### src/hw/rtl/cbcr_pkg.sv
// Shared types, widths and helpers for the circle/box collision resolver.
package cbcr_pkg;

   localparam int FRAC        = 8;
   localparam int RAD_W       = 10;
   localparam int BALL_W      = 24;
   localparam int EDGE_W      = 16;
   localparam int OUT_W       = 24;
   localparam int W           = EDGE_W + FRAC + 4;
   localparam int RQ_W        = RAD_W + FRAC;
   localparam int D2_W        = 2 * RQ_W + 1;
   localparam int SQ_IN_W     = 2 * ((D2_W + 1) / 2);
   localparam int SQRT_STEPS  = SQ_IN_W / 2;
   localparam int DIST_W      = SQRT_STEPS;
   localparam int SQ_REM_W    = DIST_W + 2;
   localparam int NUM_W       = 2 * RQ_W;
   localparam int DIV_STEPS   = RQ_W;
   localparam int LATENCY     = 6 + SQRT_STEPS + DIV_STEPS;
   localparam logic [RAD_W-1:0] RADIUS_RESET = RAD_W'(50);

   typedef struct packed {
      logic signed [BALL_W-1:0] ball_x;
      logic signed [BALL_W-1:0] ball_y;
      logic signed [EDGE_W-1:0] box_left;
      logic signed [EDGE_W-1:0] box_right;
      logic signed [EDGE_W-1:0] box_top;
      logic signed [EDGE_W-1:0] box_bottom;
   } req_type;

   typedef struct packed {
      logic                    hit;
      logic signed [OUT_W-1:0] push_x;
      logic signed [OUT_W-1:0] push_y;
   } rsp_type;

   typedef struct packed {
      logic                valid;
      logic                hit;
      logic                in_box;
      logic                sx;
      logic                sy;
      logic [RQ_W-1:0]     adx;
      logic [RQ_W-1:0]     ady;
      logic [RQ_W-1:0]     rq;
      logic signed [W-1:0] ipx;
      logic signed [W-1:0] ipy;
   } side_type;

   typedef struct packed {
      side_type              side;
      logic [SQ_REM_W-1:0]   rem;
      logic [DIST_W-1:0]     q;
      logic [SQ_IN_W-1:0]    v;
   } sq_type;

   typedef struct packed {
      side_type            side;
      logic [DIST_W-1:0]   dvsr;
      logic [DIST_W-1:0]   remx;
      logic [DIST_W-1:0]   remy;
      logic [RQ_W-1:0]     nx;
      logic [RQ_W-1:0]     ny;
      logic [RQ_W-1:0]     qx;
      logic [RQ_W-1:0]     qy;
   } dv_type;

   function automatic logic [W-1:0] mag(input logic signed [W-1:0] v);
      mag = v[W-1] ? W'(-v) : W'(v);
   endfunction

   function automatic logic signed [OUT_W-1:0] sat_out(input logic signed [W-1:0] v);
      logic signed [W-1:0] hi;
      logic signed [W-1:0] lo;
      hi = W'(signed'({1'b0, {(OUT_W-1){1'b1}}}));
      lo = -hi - W'(1);
      if (v > hi)
         sat_out = {1'b0, {(OUT_W-1){1'b1}}};
      else if (v < lo)
         sat_out = {1'b1, {(OUT_W-1){1'b0}}};
      else
         sat_out = v[OUT_W-1:0];
   endfunction

endpackage

### src/hw/rtl/cbcr_front.sv
// Front end: centre, clamp, axis offsets and inside-box push, two stages.
module cbcr_front (
   input  logic                          clock,
   input  logic                          reset,
   input  logic                          load,
   input  cbcr_pkg::req_type             req,
   input  logic [cbcr_pkg::RAD_W-1:0]    radius,
   output cbcr_pkg::side_type            side
);
   import cbcr_pkg::*;

   logic                v1_ff, v1_in;
   logic signed [W-1:0] mx_ff, mx_in, my_ff, my_in;
   logic signed [W-1:0] bl_ff, bl_in, br_ff, br_in, bt_ff, bt_in, bb_ff, bb_in;
   logic [RQ_W-1:0]     rq_ff, rq_in;
   side_type            side_ff, side_in;

   logic signed [W-1:0] rqs, fx, fy, dx, dy, lf, rt, tp, bm, px, py;
   logic [W-1:0]        adx, ady, apx, apy;

   always_comb begin
      rq_in = {radius, {FRAC{1'b0}}};
      v1_in = load;
      mx_in = {{(W-BALL_W){req.ball_x[BALL_W-1]}}, req.ball_x} + W'(rq_in);
      my_in = {{(W-BALL_W){req.ball_y[BALL_W-1]}}, req.ball_y} + W'(rq_in);
      bl_in = {{(W-EDGE_W-FRAC){req.box_left[EDGE_W-1]}}, req.box_left, {FRAC{1'b0}}};
      br_in = {{(W-EDGE_W-FRAC){req.box_right[EDGE_W-1]}}, req.box_right, {FRAC{1'b0}}};
      bt_in = {{(W-EDGE_W-FRAC){req.box_top[EDGE_W-1]}}, req.box_top, {FRAC{1'b0}}};
      bb_in = {{(W-EDGE_W-FRAC){req.box_bottom[EDGE_W-1]}}, req.box_bottom, {FRAC{1'b0}}};
   end

   always_comb begin
      rqs = W'(rq_ff);
      priority if (mx_ff < bl_ff) fx = bl_ff;
      else if (mx_ff > br_ff)     fx = br_ff;
      else                        fx = mx_ff;
      priority if (my_ff < bt_ff) fy = bt_ff;
      else if (my_ff > bb_ff)     fy = bb_ff;
      else                        fy = my_ff;
      dx  = mx_ff - fx;
      dy  = my_ff - fy;
      adx = mag(dx);
      ady = mag(dy);
      lf  = mx_ff - bl_ff + rqs;
      rt  = br_ff - mx_ff + rqs;
      tp  = my_ff - bt_ff + rqs;
      bm  = bb_ff - my_ff + rqs;
      px  = (lf < rt) ? -lf : rt;
      py  = (tp < bm) ? -tp : bm;
      apx = mag(px);
      apy = mag(py);
      side_in.valid  = v1_ff;
      side_in.hit    = (adx < W'(rq_ff)) && (ady < W'(rq_ff));
      side_in.in_box = (dx == '0) && (dy == '0);
      side_in.sx     = dx[W-1];
      side_in.sy     = dy[W-1];
      side_in.adx    = adx[RQ_W-1:0];
      side_in.ady    = ady[RQ_W-1:0];
      side_in.rq     = rq_ff;
      side_in.ipx    = (apx > apy) ? '0 : px;
      side_in.ipy    = (apx < apy) ? '0 : py;
   end

   always_ff @(posedge clock) begin
      if (reset) begin
         v1_ff         <= 1'b0;
         side_ff.valid <= 1'b0;
      end else begin
         v1_ff         <= v1_in;
         side_ff.valid <= side_in.valid;
      end
      mx_ff <= mx_in;
      my_ff <= my_in;
      bl_ff <= bl_in;
      br_ff <= br_in;
      bt_ff <= bt_in;
      bb_ff <= bb_in;
      rq_ff <= rq_in;
      {side_ff.hit, side_ff.in_box, side_ff.sx, side_ff.sy, side_ff.adx, side_ff.ady,
       side_ff.rq, side_ff.ipx, side_ff.ipy} <=
      {side_in.hit, side_in.in_box, side_in.sx, side_in.sy, side_in.adx, side_in.ady,
       side_in.rq, side_in.ipx, side_in.ipy};
   end

   assign side = side_ff;

endmodule

### config.mk
export PLATFORM = sky130hd
export DESIGN_NAME = cbcr_front
export DESIGN_NICKNAME = d
export VERILOG_FILES = /design/src/hw/rtl/cbcr_pkg.sv /design/src/hw/rtl/cbcr_front.sv
export SDC_FILE = /design/constraint.sdc
export NUM_CORES = 1
export LEC_CHECK = 0
export BUFFER_PORTS_ARGS = -buffer_cell sky130_fd_sc_hd__buf_4
export CELL_PAD_IN_SITES_DETAIL_PLACEMENT = 0
export CELL_PAD_IN_SITES_GLOBAL_PLACEMENT = 2
export CORE_MARGIN = 3
export CORE_UTILIZATION = 36
export CTS_CLUSTER_DIAMETER = 120
export DETAILED_ROUTE_END_ITERATION = 8
export GPL_TIMING_DRIVEN = 1
export HOLD_SLACK_MARGIN = 0.12
export PLACE_DENSITY = 0.81
export SLEW_MARGIN = 10
export SYNTH_ARGS = -nofsm -noshare
export SYNTH_HDL_FRONTEND = slang
export SYNTH_SLANG_ARGS = --single-unit
### constraint.sdc
create_clock -name clock -period 10.2 [get_ports clock]
set_clock_uncertainty 0.2 [all_clocks]
set_input_delay 1.53 -clock clock [delete_from_list [all_inputs] [get_ports clock]]
set_output_delay 1.53 -clock clock [all_outputs]
set_load 0.02 [all_outputs]
Word-level counts from Yosys, hierarchy flattened
Index checks and enable logic that the tools add are counted.

Add/subtract/negate cells: 18. $lt $le $gt $ge: 10. Mux-type cells: 10. Reductions and logical operators: 4.

Operators with widths (count): $mux W28 (10); $neg A28 Y28 (6); $add A28 B19 Y28 (4); $lt A28 B28 Y1 (3); $logic_not A28 Y1 (2); $lt A28 B18 Y1 (2); $sub A25 B28 Y28 (2); $sub A24 B25 Y26 (2); $sub A25 B24 Y26 (2); $add A24 B19 Y25 (2); $gt A25 B24 Y1 (2); $lt A25 B24 Y1 (2); $gt A28 B28 Y1 (1); $logic_and A1 B1 Y1 (2).

Flip-flop bits (word level): 232. Output and inout bits: 115.

Depth between registers and ports, before layout
Depth after elaboration: 8. Gate-level depth with buffers: 47. Mapped depth without buffers: 43.

Worst setup path after synthesis
Ideal clock, no wire load.

Path type: register to register. Start point: register mx_ff[8]. End point: register side_ff, in the netlist side[21]. Setup time: 0.139 ns. Arrival: 8.634 ns. Data required time: 9.861 ns. Setup slack: 1.228 ns. Stages on the path, launching flop included: 44. Buffers on the path: 5. Path through: dfxtp_1 inv_1 ha_1 inv_1 fa_1 a211oi_1 o21bai_1 a21oi_1 o21bai_1 a21oi_1 xnor2_1 ha_1 nand2_1 o31ai_1 nand3_1 nor4_1 nand3b_1 nor2b_1 (+8 left out) buf_6 nor2_1 xor2_1 ha_1 nor2b_1 o21a_1 o21a_1 o21a_1 o21a_1 o21a_1 o21a_1 o21a_1 o21a_1 o211ai_1 a2111o_1 clkbuf_1 clkbuf_1 a21boi_0.

Cells in the longest elaborated chain, start to end: 7. Elaborated cells on any way between the ends: 10. Classes of those cells: 6 x add/sub; 2 x order compare; 2 x mux.

Ends and longest elaborated chain: start: declaration (line cbcr_front.sv:13) `logic signed [W-1:0] mx_ff, mx_in, my_ff, my_in;`; start signal: assignment (line cbcr_front.sv:72) `mx_ff <= mx_in;`; $sub A25 B24 Y26 / $sub A24 B25 Y26 (equally long branches) (line cbcr_front.sv:44, cbcr_front.sv:45); $add A28 B19 Y28, on equally long branches (line cbcr_front.sv:44, cbcr_front.sv:45); $neg A28 Y28 / $lt A28 B28 Y1 (equally long branches) (line cbcr_front.sv:48) `px = (lf < rt) ? -lf : rt;`; $mux W28 * (line cbcr_front.sv:48); $neg A28 Y28 (line cbcr_pkg.sv:68) `mag = v[W-1] ? W'(-v) : W'(v);`; $mux W28 * (line cbcr_pkg.sv:68); $lt A28 B28 Y1 * (line cbcr_front.sv:61) `side_in.ipy = (apx < apy) ? '0 : py;`; end: declaration (line cbcr_front.sv:16) `side_type side_ff, side_in;`.

Every way passes the cells marked *; elsewhere a longest branch is shown, timed or not. A chain may end at the register's enable or synchronous reset.

Final worst setup path
Start point: register mx_ff[0]. End point: register side_ff, in the netlist side[21].

The elaborated chain is that of the path after synthesis.

==> run summary <==
Post-synthesis register bit count - 232
Commonest non-fill, non-tap cells in the layout - ha_1, a21oi_1, buf_4
Port bufs - 231
Finished Layout Cells - 3813
Final nets - 3432
H-tree levels - 1
# setup viols final - 0
Placeable Area - 60700 um2
Die Y-Extent - 254 um
DRC - 0
Hold crit path type - register to register
CTS Root Cell - clkbuf_16
Max Cap Violations - 0
CTS Buf Count - 29
CP max FO - 28
Final setup TNS - 0 ps
Largest net degree at the start of global routing - 33
RSZ-0062 raised after global routing - false
CP startpoint kind - register
Syn Std Cell Area - 22200 um2
Placed Area - 24900 um2
CP peak stage delay - 530 ps
# placed instances - 3760
Main synth FF type - dfxtp_1
DRT antenna net count - 0
Post-CTS Hold Fix Bufs - 0
Vias in the first global route - 20000
DRT Wirelength - 79.7 mm
PwrDens - 323 nW/um2
Synth-to-Final Area Change - 16.8%
Crit path top cell by count - o21a_1
Yosys warns - 0
Post-CTS Setup Bufs - 0
Vias - 21100
IO Pins - 240
CTS tree - yes
Total die area - 64700 um2
Status - completed
Placed wire-length estimate - 66.8 mm
Post-route core utilization - 0.428
Maximum VDD drop - 0.184 mV
Post-synthesis cell type count - 92
Vias/cell - 5.54
Initial antenna violation count - 0
Post-synth ARST share - 0
Final period util - 0.933
WP data required - 10430 ps
Final min period - 9510 ps
First-pass GRT wire length - 119 mm
Crit path arrival time - 9740 ps
Congestion Overflow GR - 0
TritonRoute pass-1 iters - 5
Setup CP Type - register to register
Starting Density - 0.366
Endpoints failing hold - 0
Syn_area_per_cell - 7.99 um2
Hold WS - 245 ps
Slowest cell on the critical path - dfxtp_1
Worst Tran Pin Value - 1060 ps
Max Clk Rate - 105 MHz
Routed len/inst - 20.9 um
Placer Congestion - 0.938
Share of cells above drive strength 1 - 0.125
Pins Over Slew Limit - 0
Crit end category - register
Headroom to the max-slew limit - 0.292
Design Area, Final - 26000 um2
Most common cell after layout, fill and taps aside - ha_1
EDFF count, synth - 0
Die W - 254 um
Total GRT Usage - 0.238
Max clock buf depth - 3
Initial DRC Count - 1414
Leakage power - 0.0117 uW
Ant. Diodes - 0
CTS Sinks - 232
Row count - 90
Skew-Pair Late Insertion Delay - 590 ps
Worst-path clk slew - 60 ps
Cells after Synth - 2781
Sequential area share after synthesis - 0.209
## sequential cells by signal, indices dropped and copies added, names as in the netlist
name   count
side     107
mx_ff     25
my_ff     25
bb_ff     16
bl_ff     16
br_ff     16
bt_ff     16
rq_ff     10
v1_ff      1
## report_power, final
group          total, uW  leakage, uW  switching, uW  internal [uW]
Clock               1080     0.000488            450            633
Combinational       6020      0.00925           3670           2360
Sequential          1270      0.00195            129           1150
Total               8380       0.0117           4250           4130
## area by class of cell
cell class                 count  area, um2
fill                        6086      34700
multi-input combinational   2298      16700
sequential                   232       4640
timing repair buffer         264       1980
tap                          782        978
clock buffer                  36        792
inverter                     184        691
clock inverter                17        206
## critical path, delay by kind of cell (launching register included)
kind	cells	cell delay, ps
buffers and inverters	4	960
XOR/XNOR	2	360
flip-flops	1	530
adder cells (fa/ha/maj)	4	1240
AND/OR/NAND/NOR	14	2480
AO/OA/AOI/OAI	19	3600
## routing by layer
metal  vias up  global-route usage  wire, um
li1      10600                   -         -
met1      9892               0.365     41200
met2       573               0.356     32900
met3        76              0.0194      3830
met4         0              0.0573      1850
met5         -                   0         0
## repair_timing
item,4_1_cts,5_1_grt
resized for setup,0,9
setup endpoints to repair,0,56
hold endpoints to repair,0,0
## logic make-up after synthesis
group / share of synthesized area
compound gates: 0.251
other cells: 0.000338
fa+ha+maj: 0.171
flops: 0.209
buf+inv: 0.0460
xor+xnor: 0.108
simple gates: 0.187
mux: 0.0277
## cells in the mapped netlist, drive strengths merged, types with 10 or more instances
cell / number / share of area
a211o: 16 / 0.0063
a211oi: 36 / 0.013
a21boi: 35 / 0.012
a21o: 94 / 0.032
a21oi: 272 / 0.061
a221o: 10 / 0.0045
a31oi: 35 / 0.0099
and2: 25 / 0.0070
and3: 36 / 0.010
buf: 18 / 0.0053
clkbuf: 57 / 0.0096
dfxtp: 232 / 0.21
fa: 10 / 0.0090
ha: 288 / 0.16
inv: 183 / 0.031
mux2: 12 / 0.0061
mux2i: 48 / 0.022
nand2: 145 / 0.024
nand2b: 36 / 0.010
nand3: 61 / 0.014
nand4: 35 / 0.0099
nor2: 214 / 0.036
nor2b: 50 / 0.014
nor3: 76 / 0.018
nor3b: 11 / 0.0037
nor4: 25 / 0.0073
o2111ai: 12 / 0.0047
o211ai: 19 / 0.0064
o21a: 46 / 0.016
o21ai: 132 / 0.030
o21bai: 17 / 0.0057
o31ai: 15 / 0.0051
or2: 11 / 0.0031
or3: 29 / 0.0084
xnor2: 179 / 0.071
xor2: 93 / 0.037
## worst paths after layout
| check | endpoint | slack [ps] | depth (start not counted) | startpoint |
|---|---|---|---|---|
| hold reg to reg | side[114]$_SDFF_PP0_ | 240 | 1 | v1_ff$_SDFF_PP0_ |
| setup / recovery | side[21]$_SDFF_PN0_ | 690 | 43 | mx_ff[0]$_DFF_P_ |
| setup reg to reg | side[21]$_SDFF_PN0_ | 690 | 43 | mx_ff[0]$_DFF_P_ |
| hold / removal | side[114]$_SDFF_PP0_ | 240 | 1 | v1_ff$_SDFF_PP0_ |
## metrics by stage
step	total power, uW	setup WS, ps
4_1_cts	8370	375
5_1_grt	9130	0.382
3_5_place_dp	7220	464
3_3_place_gp	7200	288
2_1_floorplan	5470	1230
6_report	8380	686
No activity file was read; power rests on OpenSTA's default activity.
