`src/hw/rtl/cbcr_pkg.sv`:
```
// Shared types, widths and helpers for the circle/box collision resolver.
package cbcr_pkg;

   localparam int FRAC        = 8;
   localparam int RAD_W       = 10;
   localparam int BALL_W      = 24;
   localparam int EDGE_W      = 16;
   localparam int OUT_W       = 24;
   localparam int W           = EDGE_W + FRAC + 4;
   localparam int RQ_W        = RAD_W + FRAC;
   localparam int D2_W        = 2 * RQ_W + 1;
   localparam int SQ_IN_W     = 2 * ((D2_W + 1) / 2);
   localparam int SQRT_STEPS  = SQ_IN_W / 2;
   localparam int DIST_W      = SQRT_STEPS;
   localparam int SQ_REM_W    = DIST_W + 2;
   localparam int NUM_W       = 2 * RQ_W;
   localparam int DIV_STEPS   = RQ_W;
   localparam int LATENCY     = 6 + SQRT_STEPS + DIV_STEPS;
   localparam logic [RAD_W-1:0] RADIUS_RESET = RAD_W'(50);

   typedef struct packed {
      logic signed [BALL_W-1:0] ball_x;
      logic signed [BALL_W-1:0] ball_y;
      logic signed [EDGE_W-1:0] box_left;
      logic signed [EDGE_W-1:0] box_right;
      logic signed [EDGE_W-1:0] box_top;
      logic signed [EDGE_W-1:0] box_bottom;
   } req_type;

   typedef struct packed {
      logic                    hit;
      logic signed [OUT_W-1:0] push_x;
      logic signed [OUT_W-1:0] push_y;
   } rsp_type;

   typedef struct packed {
      logic                valid;
      logic                hit;
      logic                in_box;
      logic                sx;
      logic                sy;
      logic [RQ_W-1:0]     adx;
      logic [RQ_W-1:0]     ady;
      logic [RQ_W-1:0]     rq;
      logic signed [W-1:0] ipx;
      logic signed [W-1:0] ipy;
   } side_type;

   typedef struct packed {
      side_type              side;
      logic [SQ_REM_W-1:0]   rem;
      logic [DIST_W-1:0]     q;
      logic [SQ_IN_W-1:0]    v;
   } sq_type;

   typedef struct packed {
      side_type            side;
      logic [DIST_W-1:0]   dvsr;
      logic [DIST_W-1:0]   remx;
      logic [DIST_W-1:0]   remy;
      logic [RQ_W-1:0]     nx;
      logic [RQ_W-1:0]     ny;
      logic [RQ_W-1:0]     qx;
      logic [RQ_W-1:0]     qy;
   } dv_type;

   function automatic logic [W-1:0] mag(input logic signed [W-1:0] v);
      mag = v[W-1] ? W'(-v) : W'(v);
   endfunction

   function automatic logic signed [OUT_W-1:0] sat_out(input logic signed [W-1:0] v);
      logic signed [W-1:0] hi;
      logic signed [W-1:0] lo;
      hi = W'(signed'({1'b0, {(OUT_W-1){1'b1}}}));
      lo = -hi - W'(1);
      if (v > hi)
         sat_out = {1'b0, {(OUT_W-1){1'b1}}};
      else if (v < lo)
         sat_out = {1'b1, {(OUT_W-1){1'b0}}};
      else
         sat_out = v[OUT_W-1:0];
   endfunction

endpackage

```
`src/hw/rtl/cbcr_div_cell.sv`:
```
// One quotient bit of both push divisions.
module cbcr_div_cell (
   input  logic              clock,
   input  logic              reset,
   input  cbcr_pkg::dv_type  din,
   output cbcr_pkg::dv_type  dout
);
   import cbcr_pkg::*;

   dv_type            cell_ff, cell_in;
   logic [DIST_W:0]   tx, ty;
   logic              gx, gy;

   always_comb begin
      tx = {din.remx, din.nx[RQ_W-1]};
      ty = {din.remy, din.ny[RQ_W-1]};
      gx = tx >= (DIST_W+1)'(din.dvsr);
      gy = ty >= (DIST_W+1)'(din.dvsr);
      cell_in.side = din.side;
      cell_in.dvsr = din.dvsr;
      cell_in.remx = gx ? DIST_W'(tx - (DIST_W+1)'(din.dvsr)) : DIST_W'(tx);
      cell_in.remy = gy ? DIST_W'(ty - (DIST_W+1)'(din.dvsr)) : DIST_W'(ty);
      cell_in.nx   = {din.nx[RQ_W-2:0], 1'b0};
      cell_in.ny   = {din.ny[RQ_W-2:0], 1'b0};
      cell_in.qx   = {din.qx[RQ_W-2:0], gx};
      cell_in.qy   = {din.qy[RQ_W-2:0], gy};
   end

   always_ff @(posedge clock) begin
      if (reset) begin
         cell_ff.side.valid <= 1'b0;
      end else begin
         cell_ff.side.valid <= cell_in.side.valid;
      end
      cell_ff.side.hit    <= cell_in.side.hit;
      cell_ff.side.in_box <= cell_in.side.in_box;
      cell_ff.side.sx     <= cell_in.side.sx;
      cell_ff.side.sy     <= cell_in.side.sy;
      cell_ff.side.adx    <= cell_in.side.adx;
      cell_ff.side.ady    <= cell_in.side.ady;
      cell_ff.side.rq     <= cell_in.side.rq;
      cell_ff.side.ipx    <= cell_in.side.ipx;
      cell_ff.side.ipy    <= cell_in.side.ipy;
      cell_ff.dvsr        <= cell_in.dvsr;
      cell_ff.remx        <= cell_in.remx;
      cell_ff.remy        <= cell_in.remy;
      cell_ff.nx          <= cell_in.nx;
      cell_ff.ny          <= cell_in.ny;
      cell_ff.qx          <= cell_in.qx;
      cell_ff.qy          <= cell_in.qy;
   end

   assign dout = cell_ff;

endmodule
```
`config.mk`:
```
export PLATFORM = sky130hd
export DESIGN_NAME = cbcr_div_cell
export DESIGN_NICKNAME = d
export VERILOG_FILES = /design/src/hw/rtl/cbcr_pkg.sv /design/src/hw/rtl/cbcr_div_cell.sv
export SDC_FILE = /design/constraint.sdc
export NUM_CORES = 1
export LEC_CHECK = 0
export BUFFER_PORTS_ARGS = -buffer_cell sky130_fd_sc_hd__buf_4
export CORE_AREA = 8 8 183 185
export CTS_BUF_LIST = sky130_fd_sc_hd__clkbuf_4 sky130_fd_sc_hd__clkbuf_8
export CTS_CLUSTER_DIAMETER = 80
export DETAILED_ROUTE_END_ITERATION = 10
export DIE_AREA = 0 0 191 193
export GPL_ROUTABILITY_DRIVEN = 0
export PLACE_DENSITY = 0.52
export SYNTH_ARGS = -nofsm -noshare
export SYNTH_HDL_FRONTEND = slang
export SYNTH_SLANG_ARGS = --single-unit
```
`constraint.sdc`:
```
create_clock -name clock -period 2.7 [get_ports clock]
set_input_delay 0.675 -clock clock [delete_from_list [all_inputs] [get_ports clock]]
set_output_delay 0.675 -clock clock [all_outputs]
set_load 0.005 [all_outputs]
```
Word-level counts from Yosys, hierarchy flattened --
Cells that the tools add are included.
Cells by class: add/subtract/negate cells 2, $lt $le $gt $ge 2, muxes and demuxes 2
Operators with widths (number):
- greater-or-equal comparator 20 x 19 -> 1 bit | 2
- two-way mux 19 bit | 2
- subtractor 19 bit | 2
Word-level totals: flip-flop bits (word level) 242, input port bits 246, output and inout bits 244

Logic depth before layout (Yosys ltp) --
Gate-level depths: netlist of run 1.
depth after elaboration 2, depth in mapped cells 12, mapped depth without buffers 10

Least setup slack after synthesis of run 1 --
No wires, ideal clock.
path type in2reg, start input port din[112] (netlist name), end register cell_ff (netlist bit dout[102]), setup time 0.121 ns, arrival 2.696 ns, slack -0.117 ns, stages on the path 10, buffers on the path 1, cells stage by stage inv_1 ha_1 nor2b_1 o31a_1 o21ai_2 o21ai_2 or2_1 a41oi_2 buf_4 mux2_2
RTL lines:
- start: declaration | RTL line cbcr_div_cell.sv:5 | input cbcr_pkg::dv_type din,
- end: declaration | RTL line cbcr_div_cell.sv:10 | dv_type cell_ff, cell_in;

==> flow_summary.yaml, run 1 <==
run_status:
  outcome: "finished clean"
clocking:
  numClockSinks: 242
  post_cts_resized: 0
  root_buffer: "clkbuf_8"
  cts_buffer_depth: 3
  post_cts_buffers: 0
  h-tree-depth: 2
  cts_tree: "done"
  cts_hold_buf: 0
  numCtsBuffers: 44
  clk_pin_slew_ns: 0.06
synth:
  synth.most_common_cell: "dfxtp_1"
  yosys_warnings: 0
  async_flop_share_pct: 0
  synth_seq_cells: 242
  synth.avg_cell_area_sq_um: 12.4
  syn_area_sq_um: 7320
  synth.top_cells.by_area: "dfxtp_1 (66%), ha_1 (6.5%), mux2_2 (2.5%)"
  seq_area_frac_synth_pct: 66.2
  synth_common_cells: "dfxtp_1 (242), ha_1 (38), o21ai_0 (33)"
  yosysUniqueCellTypes: 57
  synthCells: 592
  yosysTopAreaCell: "dfxtp_1"
  synth-edff-count: 0
  synth_top_area_share_pct: 66.2
  ys.flop_type: "dfxtp_1"
worst_setup_path:
  critPathLaunchType: "primary input"
  crit_required_ns: 3.11
  worstSetupPathType: "primary input to register"
  crit_arrival_ns: 2.91
  cp_max_fo: 21
  endpoint_kind: "register"
floorplanning:
  die_x_um: 191
  fp.dieArea_sq_um: 36900
  boundaryPins: 490
  die_y_um: 193
  num_rows: 65
  core_sq_um: 30800
  start_util_pct: 23.8
final_layout:
  multiInputGateArea_sq_um: 2370
  largest_reg_flops: 242
  areaGrowthSynthToFinish_pct: 81.3
  utilization_pct: 43.1
  fillers: 3006
  drive_gt1_share_pct: 55.9
  final_cells: 1649
  seq_area_sq_um: 4840
  layout.nets: 1499
timing:
  fin_crit_ns: 2.50
  hold_viol_final: 0
  rsz0062_at_grt: "no"
  setup_slack_ns: 0.198
  setup_viol: 0
  tns_ns: 0
  fmax_mhz: 400
  fin_crit_sh_pct: 92.7
  slew_violations: 0
global_routing:
  grt_pass1_wl_mm: 46.8
  antenna_found_initial: 7
  grt_pass1_vias: 7227
  gr-total-overflow: 0
  grt_max_degree: 22
  globalRouteTotalUtil_pct: 17.3
detailed_routing:
  drc_errors: 0
  vias_per_cell: 4.07
  drtPass1Iterations: 4
  vias: 6709
  drtAntennaViolNets: 0
  first_iter_violations: 161
  wirelength_mm: 34.3
  routedWlPerCell_um: 20.8
job:
  maxCapViolations: 0
worst_hold_path:
  holdCritPathClass: "primary input to register"
  whs_endpoint: "dout[152]"
  hold_depth: 1
  worstHoldStart: "din[152]"
power_and_ir_drop:
  powerDensity_nw_per_um2: 722
  peakVddDrop_mv: 0.424
  power_w: 0.00959
  p_leak_nw: 6.50
placed_design:
  portBuffers: 485
  dpl.hpwl_mm: 28.9
  dp_slack_ns: -0.397
  dp_cells: 1569
==> critical path, stage by stage <==
cell and delay [ns]:
buf_4 0.11, inv_1 0.19, ha_4 0.25, a21o_1 0.20
a221o_1 0.36, a221oi_2 0.28, a21boi_2 0.22, a22o_1 0.24
buf_4 0.27, o21ai_0 0.12
==> placed cells by master, fill, tap and decap left out, drive strengths merged, types with 3 or more instances in the layout <==
cell	instances
a21o	11
ha	38
mux2	17
o41ai	4
o21ai	35
bufinv	4
buf	586
clkinv	7
xor2	12
and3	3
nor2b	7
nand4	5
a31oi	5
nor2	22
o21bai	3
dfxtp	242
nand2b	5
nor3	8
clkbuf	65
a211oi	5
inv	28
a2111oi	3
clkinvlp	3
a21oi	26
nand2	32
mux2i	4
o31a	5
o21a	14
nor4	3
nand3	6
xnor2	13
==> routing by layer <==
layer | vias up | part of all wire (%) | GRT usage (%)
li1 | 3304 | - | -
met4 | 12 | 3.3 | 6.95
met2 | 295 | 49 | 29.9
met3 | 67 | 11 | 8.56
met5 | - | 0.23 | 0
met1 | 3031 | 36 | 17.8
==> through the flow <==
stage	hold WS [ns]	instance area [sq um]
after detailed placement	0.780	12200
final	0.207	13300
after floorplan	0.703	7410
after CTS	0.144	13300
after global routing	0.151	13300
after global placement	0.780	12200
==> worst max path at each step <==
| stage | slack [ns] | to | startpoint | cells past startpoint |
|---|---|---|---|---|
| 2_1_floorplan | -0.009 | dout[102] | din[71] | 11 |
| 3_3_place_gp | -0.35 | dout[82] | din[118] | 10 |
| 5_1_grt | 0.06 | dout[85] | din[118] | 11 |
| 3_5_place_dp | -0.40 | dout[76] | din[118] | 11 |
| 4_1_cts | 0.21 | dout[90] | din[118] | 10 |
| 6_report | 0.20 | dout[90] | din[118] | 10 |
==> logic make-up after synthesis <==
logic type,synth area share (%)
mux,3.21
compound gates,11.9
xor+xnor,2.99
buf+inv,2.50
simple gates,6.15
fa+ha+maj,7.04
flops,66.2
other cells,0.0512
==> layout make-up <==
type / instances / share of cell area (%)
diodes: 1 / 0.0189
clock buffers: 65 / 6.32
clock inverters: 14 / 1.43
inverters: 28 / 0.820
multi-input cells: 311 / 17.9
flip-flops and latches: 242 / 36.5
well taps: 402 / 3.79
repair buffers: 586 / 33.2
==> power by group <==
group | internal, W | switching [W] | total, W
registers | 0.00386 | 0.0000857 | 0.00395
logic | 0.000993 | 0.000681 | 0.00167
clock network | 0.00239 | 0.00158 | 0.00397
(Power assumes the default switching activity.)
==> run 2, diff against run 1 <==
Settings changed: REMOVE_ABC_BUFFERS set to 1.
==> flow_summary.yaml, run 2 (synthesis gave the netlist of run 1 again) <==
run_status:
  outcome: "finished clean"
detailed_routing:
  wirelength_mm: 33.5
  drtAntennaViolNets: 0
  vias: 6675
  first_iter_violations: 242
  vias_per_cell: 4.07
  drc_errors: 0
  drtPass1Iterations: 4
  routedWlPerCell_um: 20.4
clocking:
  numCtsBuffers: 43
  cts_tree: "done"
  cts_hold_buf: 0
  numClockSinks: 242
  h-tree-depth: 2
  root_buffer: "clkbuf_8"
  clk_pin_slew_ns: 0.06
  cts_buffer_depth: 3
power_and_ir_drop:
  seq_power_share_pct: 42.2
  swShare_pct: 24.6
  clkPwrFrac_pct: 40.1
  p_leak_nw: 6.45
  comb_power_share_pct: 17.7
  peakVddDrop_mv: 0.384
  intPower_w: 0.00705
  p_sw_w: 0.00230
  powerDensity_nw_per_um2: 714
  power_w: 0.00935
worst_setup_path:
  critPathLaunchType: "primary input"
  endpoint_kind: "register"
  cp-startpoint: "din[71]"
  crit_arrival_ns: 2.96
  worstSetupPathType: "primary input to register"
  crit_chain: "buf_4 -> inv_1 -> ha_1 -> fa_1 -> nor2b_1 -> o31a_1 -> o21ai_2 -> o21ai_2 -> or2_1 -> a41oi_2 -> buf_6 -> mux2_2"
  crit_required_ns: 3.13
  critPathMostFrequentCell: "o21ai_2"
  max_stage_delay_ns: 0.35
  slowest_stage: "mux2_2"
  cp_max_fo: 11
final_layout:
  final_common_cell: "buf_4"
  layout.nets: 1493
  areaGrowthSynthToFinish_pct: 78.8
  drive_gt1_share_pct: 55.1
  fillers: 3042
  most-common-layout-cells: "buf_4 (579), dfxtp_1 (242), clkbuf_8 (51), ha_1 (38), o21ai_0 (33)"
  antennaDiodeCount: 0
  multiInputGateArea_sq_um: 2300
  seq_area_sq_um: 4840
  largest_reg_flops: 242
global_routing:
  antenna_found_initial: 7
  globalRouteTotalUtil_pct: 16.7
  grt_pass1_wl_mm: 45.6
  gr-total-overflow: 0
  grt_pass1_vias: 7004
  grt_max_degree: 17
timing:
  hold_viol_final: 0
  rsz0062_at_grt: "no"
  fin_crit_sh_pct: 93.7
  fmax_mhz: 395
  setup_viol: 0
  tns_ns: 0
  fin_crit_ns: 2.53
  slew_violations: 0
floorplanning:
  fp.dieArea_sq_um: 36900
  die_x_um: 191
  die_y_um: 193
  boundaryPins: 490
  start_util_pct: 23.8
  num_rows: 65
  core_sq_um: 30800
worst_hold_path:
  holdCritPathClass: "primary input to register"
  worstHoldStart: "din[51]"
placed_design:
  portBuffers: 485
  dpl.hpwl_mm: 28.3
job:
  maxCapViolations: 0
-- run 2: cell count changes in the layout (fill, tap and decap cells not counted), moves of 2 or more --
cell / before / now
buf_4: 585 / 579
ha_1: 32 / 38
ha_4: 6 / 0
clkbuf_4: 9 / 14
clkbuf_8: 56 / 51
inv_8: 0 / 2
-- run 2: stage by stage --
step           instance area (sq um)  utilization (%)  worst slack, ns  hold WS (ns)  instances
2_1_floorplan                   7250                -           -0.532         0.703        581
3_3_place_gp                   12100             39.3           -0.392         0.780       1564
3_5_place_dp                   12100             39.3           -0.433         0.780       1564
4_1_cts                        13100             42.4            0.151         0.175       1641
5_1_grt                        13100             42.5           0.0422         0.179       1641
6_report                       13100             42.5            0.171         0.229       1641
-- run 2: final cells by class --
type | instances | share of cell area [%]
sequential | 242 | 37.0
tap | 402 | 3.84
clock inverter | 12 | 1.17
clock buffer | 65 | 6.17
inverter | 28 | 0.803
timing repair buffer | 581 | 33.5
multi-input combinational | 311 | 17.6
-- run 2: path summary, 6_finish.rpt --
path	endpoint	slack [ns]	depth (start not counted)
worst min-delay path	dout[52]	0.23	1
worst max-delay path	dout[95]	0.17	12
-- run 2: metal layers --
layer	share of wire (%)	GRT usage, %	wire [um]
met5	0.23	0	77
met4	3.2	5.85	1060
met3	12	8.85	3950
met2	50	29.4	16700
met1	35	16.6	11700
-- run 2: power by group through the flow --
stage                     Sequential (W)  Combinational [W]  Clock [W]
final                            0.00395            0.00166    0.00375
after global placement           0.00402            0.00168          0
after floorplan                  0.00405           0.000519          0
after global routing             0.00397            0.00180    0.00406
after detailed placement         0.00402            0.00169          0
after CTS                        0.00395            0.00170    0.00390
-- run 2: what timing repair did --
action / CTS / global route
gates resized for setup: 0 / 1
buffers inserted: 0 / 0
setup endpoints to repair: 0 / 1
-- run 2: critical path, delay by kind of cell --
kind                     cells  cell delay, ns
AO/OA/AOI/OAI                4            0.81
buffers and inverters        3            0.38
adder cells (fa/ha/maj)      2            0.42
multiplexers                 1            0.35
AND/OR/NAND/NOR              2            0.31
