**config.mk**
```make
export PLATFORM = sky130hd
export DESIGN_NAME = cbcr_sqrt_cell
export DESIGN_NICKNAME = d
export VERILOG_FILES = /design/src/hw/rtl/cbcr_pkg.sv /design/src/hw/rtl/cbcr_sqrt_cell.sv
export SDC_FILE = /design/constraint.sdc
export NUM_CORES = 1
export LEC_CHECK = 0
export BUFFER_PORTS_ARGS = -buffer_cell sky130_fd_sc_hd__buf_2
export CAP_MARGIN = 20
export CORE_AREA = 10 10 141 143
export DETAILED_ROUTE_END_ITERATION = 10
export DIE_AREA = 0 0 151 153
export PLACE_DENSITY = 0.63
export SKIP_LAST_GASP = 1
export SYNTH_ARGS = -nofsm -noshare
export SYNTH_HDL_FRONTEND = slang
export SYNTH_SLANG_ARGS = --single-unit
export TNS_END_PERCENT = 100
```
**constraint.sdc**
```tcl
create_clock -name clock -period 3.2 [get_ports clock]
set_input_delay 0.32 -clock clock [delete_from_list [all_inputs] [get_ports clock]]
set_output_delay 0.32 -clock clock [all_outputs]
set_load 0.1 [all_outputs]
```
**src/hw/rtl/cbcr_pkg.sv**
```systemverilog
// Shared types, widths and helpers for the circle/box collision resolver.
package cbcr_pkg;

   localparam int FRAC        = 8;
   localparam int RAD_W       = 10;
   localparam int BALL_W      = 24;
   localparam int EDGE_W      = 16;
   localparam int OUT_W       = 24;
   localparam int W           = EDGE_W + FRAC + 4;
   localparam int RQ_W        = RAD_W + FRAC;
   localparam int D2_W        = 2 * RQ_W + 1;
   localparam int SQ_IN_W     = 2 * ((D2_W + 1) / 2);
   localparam int SQRT_STEPS  = SQ_IN_W / 2;
   localparam int DIST_W      = SQRT_STEPS;
   localparam int SQ_REM_W    = DIST_W + 2;
   localparam int NUM_W       = 2 * RQ_W;
   localparam int DIV_STEPS   = RQ_W;
   localparam int LATENCY     = 6 + SQRT_STEPS + DIV_STEPS;
   localparam logic [RAD_W-1:0] RADIUS_RESET = RAD_W'(50);

   typedef struct packed {
      logic signed [BALL_W-1:0] ball_x;
      logic signed [BALL_W-1:0] ball_y;
      logic signed [EDGE_W-1:0] box_left;
      logic signed [EDGE_W-1:0] box_right;
      logic signed [EDGE_W-1:0] box_top;
      logic signed [EDGE_W-1:0] box_bottom;
   } req_type;

   typedef struct packed {
      logic                    hit;
      logic signed [OUT_W-1:0] push_x;
      logic signed [OUT_W-1:0] push_y;
   } rsp_type;

   typedef struct packed {
      logic                valid;
      logic                hit;
      logic                in_box;
      logic                sx;
      logic                sy;
      logic [RQ_W-1:0]     adx;
      logic [RQ_W-1:0]     ady;
      logic [RQ_W-1:0]     rq;
      logic signed [W-1:0] ipx;
      logic signed [W-1:0] ipy;
   } side_type;

   typedef struct packed {
      side_type              side;
      logic [SQ_REM_W-1:0]   rem;
      logic [DIST_W-1:0]     q;
      logic [SQ_IN_W-1:0]    v;
   } sq_type;

   typedef struct packed {
      side_type            side;
      logic [DIST_W-1:0]   dvsr;
      logic [DIST_W-1:0]   remx;
      logic [DIST_W-1:0]   remy;
      logic [RQ_W-1:0]     nx;
      logic [RQ_W-1:0]     ny;
      logic [RQ_W-1:0]     qx;
      logic [RQ_W-1:0]     qy;
   } dv_type;

   function automatic logic [W-1:0] mag(input logic signed [W-1:0] v);
      mag = v[W-1] ? W'(-v) : W'(v);
   endfunction

   function automatic logic signed [OUT_W-1:0] sat_out(input logic signed [W-1:0] v);
      logic signed [W-1:0] hi;
      logic signed [W-1:0] lo;
      hi = W'(signed'({1'b0, {(OUT_W-1){1'b1}}}));
      lo = -hi - W'(1);
      if (v > hi)
         sat_out = {1'b0, {(OUT_W-1){1'b1}}};
      else if (v < lo)
         sat_out = {1'b1, {(OUT_W-1){1'b0}}};
      else
         sat_out = v[OUT_W-1:0];
   endfunction

endpackage

```
**src/hw/rtl/cbcr_sqrt_cell.sv**
```systemverilog
// One root digit of the pipelined square root.
module cbcr_sqrt_cell (
   input  logic              clock,
   input  logic              reset,
   input  cbcr_pkg::sq_type  din,
   output cbcr_pkg::sq_type  dout
);
   import cbcr_pkg::*;

   sq_type                  cell_ff, cell_in;
   logic [SQ_REM_W+1:0]     t;
   logic [SQ_REM_W+1:0]     trial;
   logic                    ge;

   always_comb begin
      t       = {din.rem, din.v[SQ_IN_W-1 -: 2]};
      trial   = (SQ_REM_W+2)'({din.q, 2'b01});
      ge      = t >= trial;
      cell_in.side = din.side;
      cell_in.rem  = ge ? SQ_REM_W'(t - trial) : SQ_REM_W'(t);
      cell_in.q    = {din.q[DIST_W-2:0], ge};
      cell_in.v    = {din.v[SQ_IN_W-3:0], 2'b00};
   end

   always_ff @(posedge clock) begin
      if (reset) begin
         cell_ff.side.valid <= 1'b0;
      end else begin
         cell_ff.side.valid <= cell_in.side.valid;
      end
      cell_ff.side.hit    <= cell_in.side.hit;
      cell_ff.side.in_box <= cell_in.side.in_box;
      cell_ff.side.sx     <= cell_in.side.sx;
      cell_ff.side.sy     <= cell_in.side.sy;
      cell_ff.side.adx    <= cell_in.side.adx;
      cell_ff.side.ady    <= cell_in.side.ady;
      cell_ff.side.rq     <= cell_in.side.rq;
      cell_ff.side.ipx    <= cell_in.side.ipx;
      cell_ff.side.ipy    <= cell_in.side.ipy;
      cell_ff.rem         <= cell_in.rem;
      cell_ff.q           <= cell_in.q;
      cell_ff.v           <= cell_in.v;
   end

   assign dout = cell_ff;

endmodule

```
After elaboration in Yosys (flattened, before gate mapping)
Cells that the tools add are included.
{"block": "op_classes", "add_sub_neg": 1, "magnitude_cmp": 1, "mux": 1}
{"op": "greater-or-equal comparator 23 x 21 -> 1 bit", "count": 1}
{"op": "two-way mux 21 bit", "count": 1}
{"op": "subtractor 21 bit", "count": 1}
{"block": "word_totals", "ff_bits": 191}

Depth between registers and ports, before layout
Gate-level depths: netlist of the first run.
{"block": "logic_depth", "depth_word": 2, "ltp_mapped": 13, "mapped_depth_nobuf": 9}

Worst setup path before layout of the first run
Ideal clock, no wire load.
{"block": "synth_timing", "kind": "in2reg", "from": "in din[39] (netlist name)", "to": "reg cell_ff (netlist bit dout[64])", "t_arrival_ps": 2369, "path_slack_ps": 709, "path_stages": 11, "path_buffers": 2, "cell_sequence": "inv_1 -> ha_1 -> nand2_1 -> o31ai_4 -> o221ai_2 -> a211o_2 -> and2_4 -> buf_6 -> clkinv_4 -> buf_12 -> mux2_4"}
{"item": "from (decl)", "line_no": "cbcr_sqrt_cell.sv:5", "source": "input cbcr_pkg::sq_type din,"}
{"item": "to (decl)", "line_no": "cbcr_sqrt_cell.sv:10", "source": "sq_type cell_ff, cell_in;"}

==> results, run 1 <==
- The run finished with clean final reports.
- The fraction of final layout cells with drive strength greater than 1 is between 40% and 50%.
- The initial utilization of the core area, before any placement, comes to a little under a third.
- The startpoint of the lowest-slack hold path is din[42].
- The hold path depth is 1.
- The number of antenna violations at the first check in global routing is 13.
- The path class of the tightest hold or removal check is input pin to flip-flop.
- In the routed design, unresolved DRC markers number 0.
- For this run, the top clock speed supported by timing is between 300 and 400 MHz.
- Among all cell types in the netlist, the one instantiated most often is sky130_fd_sc_hd__dfxtp_1.
- The number of flops mapped to enable cells by yosys is 0.
- The delay of the slowest cell on the worst path is between 0.5 and 0.6 ns.
- The root buffer cell is sky130_fd_sc_hd__clkbuf_16.
- Buffers placed on the I/O ports in this run total approximately 390.
- The signal on the critical path passes through dlygate4sd3_1, buf_2, inv_1, ha_1, a21oi_1, o21ai_1, nor3_1, a211o_2, and2_4, clkinv_4, mux2_4.
- The design draws 6.881 mW.
- The top fanout value on the critical path is 14.
- The number of global-route vias before repair is roughly 5500.
- The transition time of the tightest slew-check pin is roughly 0.83 ns.
- The detailed-router iteration count before antenna repair is 4.
- In this run the standard cell core region covers about 17000 um^2.
- The worst hold path terminates at dout[43].
- Internal power comes to a little over 4 mW.
- During synthesis, Yosys emitted a total of 0 warnings.
- After legalization and detailed placement, the total HPWL measured slightly above 20000 um.
- The number of different library cells used by synthesis comes to 49.
- The number of failing setup endpoints in the final timing report is 0.
- In this run the power spent charging and discharging nets is 2.781 mW.
- The synthesized design devotes to its leading area cell type a little under three quarters of total area.
- Of the total power, registers draw ~38%.
- The longest clock path from root to sink contains 2 buffers.
- The buffer count from post-CTS setup fixing is 0.
- The final-report max-slew violation count is 0.
- STA puts the critical path data arrival time at 3.18 ns.
- The floorplan die area is 23100 um^2.
- Clock tree synthesis found a total of around 190 sinks.
- The register with the most flip-flops in the layout has 191 of them.
- The total number of placement rows is 48.
- The level count of the clock H-tree is 4.
- Setup repair after global routing left no endpoint under its margin.
- The cell accounting for the most synthesized area is sky130_fd_sc_hd__dfxtp_1.
- Among all stages on the critical path, the largest delay is contributed by sky130_fd_sc_hd__dlygate4sd3_1.
- Wires add up to about 27000 um.
- The clock tree from TritonCTS is done.
- The post-synthesis average cell area is about 13 um^2.
- The global-route wire length before repair is approximately 38000 um.
- In the synthesized netlist the async set-or-reset flop fraction comes to 0%.
- For this run, the leading register cell type out of synthesis is sky130_fd_sc_hd__dfxtp_1.
- The post-synth design cell area is 5386 um^2.
- The clock period minus worst slack is around 2.9 ns.
- The per-cell routed wire length is 22.28 um.
- The power density of the placed cells is slightly above 700 nW/um^2.
- By startpoint and endpoint, the worst setup path is classified as input pin to flip-flop.
- Sorting the synthesized cells by area gives the leading types as sky130_fd_sc_hd__dfxtp_1, sky130_fd_sc_hd__ha_1, sky130_fd_sc_hd__mux2_4.
- The type of element capturing the critical path is a flip-flop.
- The cell count after synthesis is slightly above 400.
- The final count of hold timing violations is 0.
- The total of hold buffers inserted after clock tree synthesis is ~160.
- In the routed layout, each cell is associated on average with a via count of about 4.3.
- Of the available clock period, the critical path in the final layout requires between 80% and 90%.
- The congestion estimate from routability-driven global placement came to about 0.9.
- After synthesis, the most frequently instantiated cells are sky130_fd_sc_hd__dfxtp_1, sky130_fd_sc_hd__ha_1, sky130_fd_sc_hd__inv_1.
- Of the total power, the share spent switching nets is 40.41%.
- Sequential cells were found to cover between 70% and 80% of the synthesized design area.
- The accumulated negative setup slack is 0 ns.
- Combinational logic is responsible for 30.7% of the overall power.
- Summed over all cells, the static leakage comes to roughly 4.8 nW.
- The sum of overflow across all layers after global routing is 0.
- For the worst setup path, the data required time is approximately 3.5 ns.
- The area added between synthesis and finish is 80.70%.
- The max-capacitance violation count is 0.
- The count of nets after finishing is around 1200.
- The pin count of the biggest net entering global routing is 23.
- The die boundary height is between 150 and 200 um.
- The clock transition at the registers of the reported paths is about 0.070 ns.
- The relative slew slack is roughly 43%.
- Global routing consumed, over all layers together, between 20% and 30% of the routing resources.
- The flip-flop and latch count after synthesis is 191.
- The clock buffer count from CTS is 17.
- The count of cells resized by post-cts repair is 0.
- The largest vdd supply drop is 0.3714 mV.
- The total via count after detailed routing is about 5200.
- STA classifies the critical path startpoint as an input pin.
- After the first detailed-routing iteration, the DRC count stood at around 220.
- The total I/O pin count is approximately 390.
- Once detail routing completed, the nets flagged for antenna violations numbered 0.
- The clock network accounts for a little under a third of the total power.
- The overall die width is between 150 and 200 um.
worst max path at each step:
stage / end / slack (ns) / depth (start not counted) / from
final: dout[69] / 0.33 / 11 / din[50]
after global routing: dout[64] / 0.12 / 11 / din[50]
after CTS: dout[64] / 0.35 / 11 / din[50]
after detailed placement: dout[69] / 0.44 / 10 / din[50]
after global placement: dout[62] / 0.53 / 10 / din[39]
after floorplan: dout[64] / 0.71 / 11 / din[39]
per-stage QoR:
stage	utilization (%)	worst slack, ns	std cells	hold WS [ns]	cell area, um^2
after floorplan	-	0.7094	412	0.3477	5390
final	57.06	0.3338	1211	0.01704	9733
after global routing	56.96	0.1216	1204	0.008567	9716
after CTS	56.86	0.3458	1200	0.0002969	9698
after global placement	44.12	0.5300	1013	0.4222	7526
after detailed placement	44.12	0.4380	1013	0.4236	7526
cells by family after synthesis:
group	Yosys count	share of synthesized area [%]
XOR/XNOR	14	2.276
AO/OA/AOI/OAI	68	8.943
other	1	0.06962
multiplexers	14	3.461
buffers and inverters	32	3.113
AND/OR/NAND/NOR	70	6.272
adder cells (fa/ha/maj)	21	4.878
flip-flops	191	70.99
cell usage in the layout (no fill, tap or decap), types with 9 or more instances in the layout:
master,instances
sky130_fd_sc_hd__o21ai_0,12
sky130_fd_sc_hd__dfxtp_1,191
sky130_fd_sc_hd__buf_2,385
sky130_fd_sc_hd__diode_2,10
sky130_fd_sc_hd__inv_1,21
sky130_fd_sc_hd__dlygate4sd3_1,156
sky130_fd_sc_hd__a21oi_1,17
sky130_fd_sc_hd__nor2_1,14
sky130_fd_sc_hd__nand2_1,20
sky130_fd_sc_hd__nand3_1,9
sky130_fd_sc_hd__nor3_1,10
sky130_fd_sc_hd__clkbuf_16,17
sky130_fd_sc_hd__ha_1,21
critical path, delay by kind of cell:
kind | cells | cell delay (ns)
buf+inv | 4 | 0.85
simple gates | 2 | 0.60
mux | 1 | 0.33
compound gates | 3 | 0.68
fa+ha+maj | 1 | 0.39
routing by layer:
layer / track usage, % / wire [um]
met1: 24.31 / 9758
met2: 37.85 / 13280
met3: 9.566 / 2908
met4: 9.033 / 990
met5: 0 / 48
power groups by stage:
stage	sequential (mW)	combinational [mW]	clock, mW
detailed placement	2.64	1.94	0
floorplan	3.90	0.283	0
global route	2.61	2.18	2.33
CTS	2.59	2.11	2.22
global placement	2.64	1.93	0
finish	2.59	2.11	2.18
cell type report:
cell class | count | area, um^2
diodes | 10 | 25.02
clock buffers | 17 | 425.4
clock inverters | 15 | 195.2
fillers | 1429 | 7323
inverters | 22 | 87.58
multi-input cells | 189 | 1399
flip-flops and latches | 191 | 3824
well taps | 225 | 281.5
repair buffers | 542 | 3496
Power figures use the tool's default switching activity.
==> run 2, diff against run 1 <==
ABC_AREA = 1   (was not set)
CORE_AREA = 10 10 142 144   (was 10 10 141 143)
DIE_AREA = 0 0 152 154   (was 0 0 151 153)
PLACE_DENSITY = 0.65   (was 0.63)
==> run 2 against run 1 <==
Final cell count rose by 13%. Sequential power barely moved. Area after synthesis rose by 7.8%. Total power fell by 0.91%. Worst setup slack improved by 0.47 ns. Flip-flop and latch count did not move. Critical endpoint is now dout[61]. Largest cell class unchanged.
==> results, run 2 <==
- The cell accounting for the most synthesized area is sky130_fd_sc_hd__dfxtp_1.
- After synthesis, the cell types taking the most area are sky130_fd_sc_hd__dfxtp_1, sky130_fd_sc_hd__nand2_1, sky130_fd_sc_hd__inv_1.
- After synthesis, the largest area contributor takes up between 60% and 70% of total cell area.
- From synthesis to final layout, the design area changed by 75.72%.
- The most frequently used cell type in the post-synthesis netlist is sky130_fd_sc_hd__dfxtp_1.
- The buffer count from post-CTS setup fixing is 0.
- Each instance of the synthesized netlist takes up on average roughly 10 um^2.
- The total of hold buffers inserted after clock tree synthesis is approximately 160.
- The tool flagged a number of max-cap violations equal to 0.
- After Yosys synthesis, XOR and XNOR cells account for 1.357% of the synthesized area.
- The total track usage is 23.15%.
- After synthesis, the largest family of logic cells by area is simple AND/OR/NAND/NOR gates.
- In this run the tool buffered the top-level ports with about 390 buffer cells.
- The number of warning messages in the yosys log is 0.
- The number of antenna violations at the first check in global routing is 5.
- The count of cells resized by post-cts repair is 0.
- Synthesis produced 567 cells.
- For the pin with the worst max-slew slack, the measured transition is roughly 0.6 ns.
- The per-cell routed wire length is between 20 and 25 um.
- VDD sags by at most 0.4076 mV.
- The post-detailed-routing wire length is between 20000 and 30000 um.
- The post-synth design cell area is 5808 um^2.
- The final clock period utilization by the worst path is 74.76%.
- The floorplan die area is 23410 um^2.
- Counting tap cells, the placed design contains a total of 1171 instances.
- The overall die width is about 150 um.
- The number of fillers in the final layout is around 1400.
- The top fanout value on the critical path is 30.
- The synthesized design contains 0 enable-type register cells.
- At the end of routability-driven placement, the weighted congestion stood at just under 0.9.
- The total non-filler cell area in the finished layout is 10210 um^2.
- Once placement finished, the instance area stood at between 7000 and 8000 um^2.
- The DRC violation count after routing is 0.
- The number of global-route vias before repair is a little over 6000.
- The most used flip-flop cell after synthesis is sky130_fd_sc_hd__dfxtp_1.
- The clock tree from TritonCTS is done.
- After synthesis, the netlist uses 30 different library cells.
- The clock passes through at most 2 buffers.
- The number of failing setup endpoints in the final timing report is 0.
- In the routed layout, each cell is associated on average with a via count of roughly 4.3.
- The number of clock buffers added by TritonCTS is 17.
- The sequential-to-total area share from yosys stat is 65.83%.
- STA classifies the critical path startpoint as an input pin.
- The flip-flop count of the largest register after layout is roughly 190.
- Measured against its own limit, the worst slew margin works out to around three fifths.
- Setup repair after global routing left no endpoint under its margin.
- The required time of the worst setup path is 3.50 ns.
- The class of the tightest hold or removal check is input pin to flip-flop.
- The critical path in this run is classified as input pin to flip-flop.
- The tree built by TritonCTS fans out to 191 sinks.
- The total half-perimeter wirelength after legalization and detailed placement is about 21000 um.
- The multi-input combinational cell area is approximately 1600 um^2.
- Summing the areas of all compound-gate instances in the mapped netlist gives between 3 and 4% of the synthesized area.
- The total met2 wirelength after detailed routing is 14350 um.
- The number of nets still failing antenna checks after routing is 0.
- The routed layout has 5875 vias.
- The flow ran to the end, and the final reports show no timing, DRC or antenna violations.
- The final-report max-slew violation count was 0.
- The total I/O pin count is ~390.
- For the worst setup path, the data arrival time is about 2.7 ns.
- After the first detailed-routing iteration, the DRC count stood at slightly above 300.
- In the layout the commonest cells are sky130_fd_sc_hd__buf_2, sky130_fd_sc_hd__dfxtp_1, sky130_fd_sc_hd__dlygate4sd3_1.
- Entering global routing, the biggest net connects 31 pins.
- The floorplan step defined a core boundary enclosing around 17000 um^2.
- The leakage power is roughly 5.3 nW.
- Routed signal wires occupy layers up through met4.
- The die boundary height is roughly 150 um.
- The level count of the clock H-tree is 4.
- The routed design uses around 2300 um of met3 wire.
- In the final layout, the share of cells above drive strength 1 is between 30% and 40%.
- The synthesized-area fraction occupied by adder cells is around 4.5%.
- The global-route wire length before repair is 40940 um.
- The met1 wire length is roughly 11000 um.
- The final count of hold timing violations is 0.
- The clock period minus worst slack is about 2.4 ns.
- STA classifies the critical path endpoint as a flip-flop.
- The sum of overflow across all layers after global routing is 0.
- The synthesized netlist devotes 18.07% of its cell area to simple gates.
- Leaving out fill and tap cells, the most frequent cell in the layout is sky130_fd_sc_hd__buf_2.
- After synthesis, the share of cell area in mux cells is 0%.
- The power density of the placed cells is 668.1 nW/um^2.
- The tree is rooted in a sky130_fd_sc_hd__clkbuf_16.
- Static timing analysis puts the maximum clock frequency at 418.0 MHz.
- The count of nets after finishing is roughly 1300.
- Clock-pin slew was measured on the worst setup and hold paths at 0.07 ns.
- In this run, synthesis produced a sequential element count of 191.
- The share of flip-flops with an asynchronous set or reset after synthesis is 0%.
- Across the whole layout, storage elements account for between 3000 and 4000 um^2.
- Counting instances in the post-synthesis netlist gives the leading cell types as sky130_fd_sc_hd__dfxtp_1, sky130_fd_sc_hd__nand2_1, sky130_fd_sc_hd__inv_1.
- The floorplan has between 40 and 50 rows.
- The starting density of the core is between 30% and 40%.
- The finished layout holds roughly 1400 standard cells, fillers aside.
- The accumulated negative setup slack is 0 ns.
- The detailed-router iteration count before antenna repair is 5.
## run 2: worst max-delay path, stage by stage
cell and delay (ns):
sky130_fd_sc_hd__dlygate4sd3_1 0.53, sky130_fd_sc_hd__buf_2 0.11, sky130_fd_sc_hd__inv_1 0.04, sky130_fd_sc_hd__ha_1 0.35, sky130_fd_sc_hd__nand2_2 0.12, sky130_fd_sc_hd__inv_1 0.05, sky130_fd_sc_hd__a21oi_1 0.17, sky130_fd_sc_hd__nand2_2 0.13
sky130_fd_sc_hd__nand2_1 0.12, sky130_fd_sc_hd__nand4_4 0.44, sky130_fd_sc_hd__nand2_1 0.24, sky130_fd_sc_hd__o21ai_2 0.07
## run 2: metal layers
metal	up-vias	track usage, %
li1	2880	-
met1	2692	24.88
met2	263	40.61
met3	40	8.508
met4	0	8.803
met5	-	0
## run 2: area by class of cell
class	instances	share of cell area [%]
diodes	5	0.1226
clock buffers	17	4.168
clock inverters	15	1.863
inverters	83	3.053
multi-input cells	287	15.61
flip-flops and latches	191	37.46
well taps	225	2.758
repair buffers	549	34.96
## run 2: power by group
group | internal, mW | switching, mW | total [mW]
Clock | 1.07 | 1.07 | 2.14
Sequential | 2.54 | 0.0466 | 2.59
Combinational | 0.446 | 1.65 | 2.09
## run 2: final timing paths
kind	start	end	slack (ns)	cells after the start
max	din[42]	dout[61]	0.81	12
min	din[143]	dout[143]	0.03	1
## run 2: cell families (layout without fill, tap and decap cells)
logic type	count (synthesis)	after routing
XOR/XNOR	9	9
adder cells (fa/ha/maj)	21	21
buffers and inverters	90	664
flip-flops	191	191
AND/OR/NAND/NOR	225	225
AO/OA/AOI/OAI	30	30
other	1	7
## run 2: stage by stage
stage / utilization, % / hold WS (ns) / setup slack, ns / power (mW)
after floorplan: - / 0.3477 / 1.492 / 4.158
after global placement: 46.20 / 0.4226 / 0.9659 / 4.541
after detailed placement: 46.20 / 0.4236 / 0.9173 / 4.553
after CTS: 59.35 / 0.005257 / 0.7870 / 6.854
after global routing: 59.38 / 0.004126 / 0.6057 / 7.055
final: 59.42 / 0.02604 / 0.8076 / 6.819
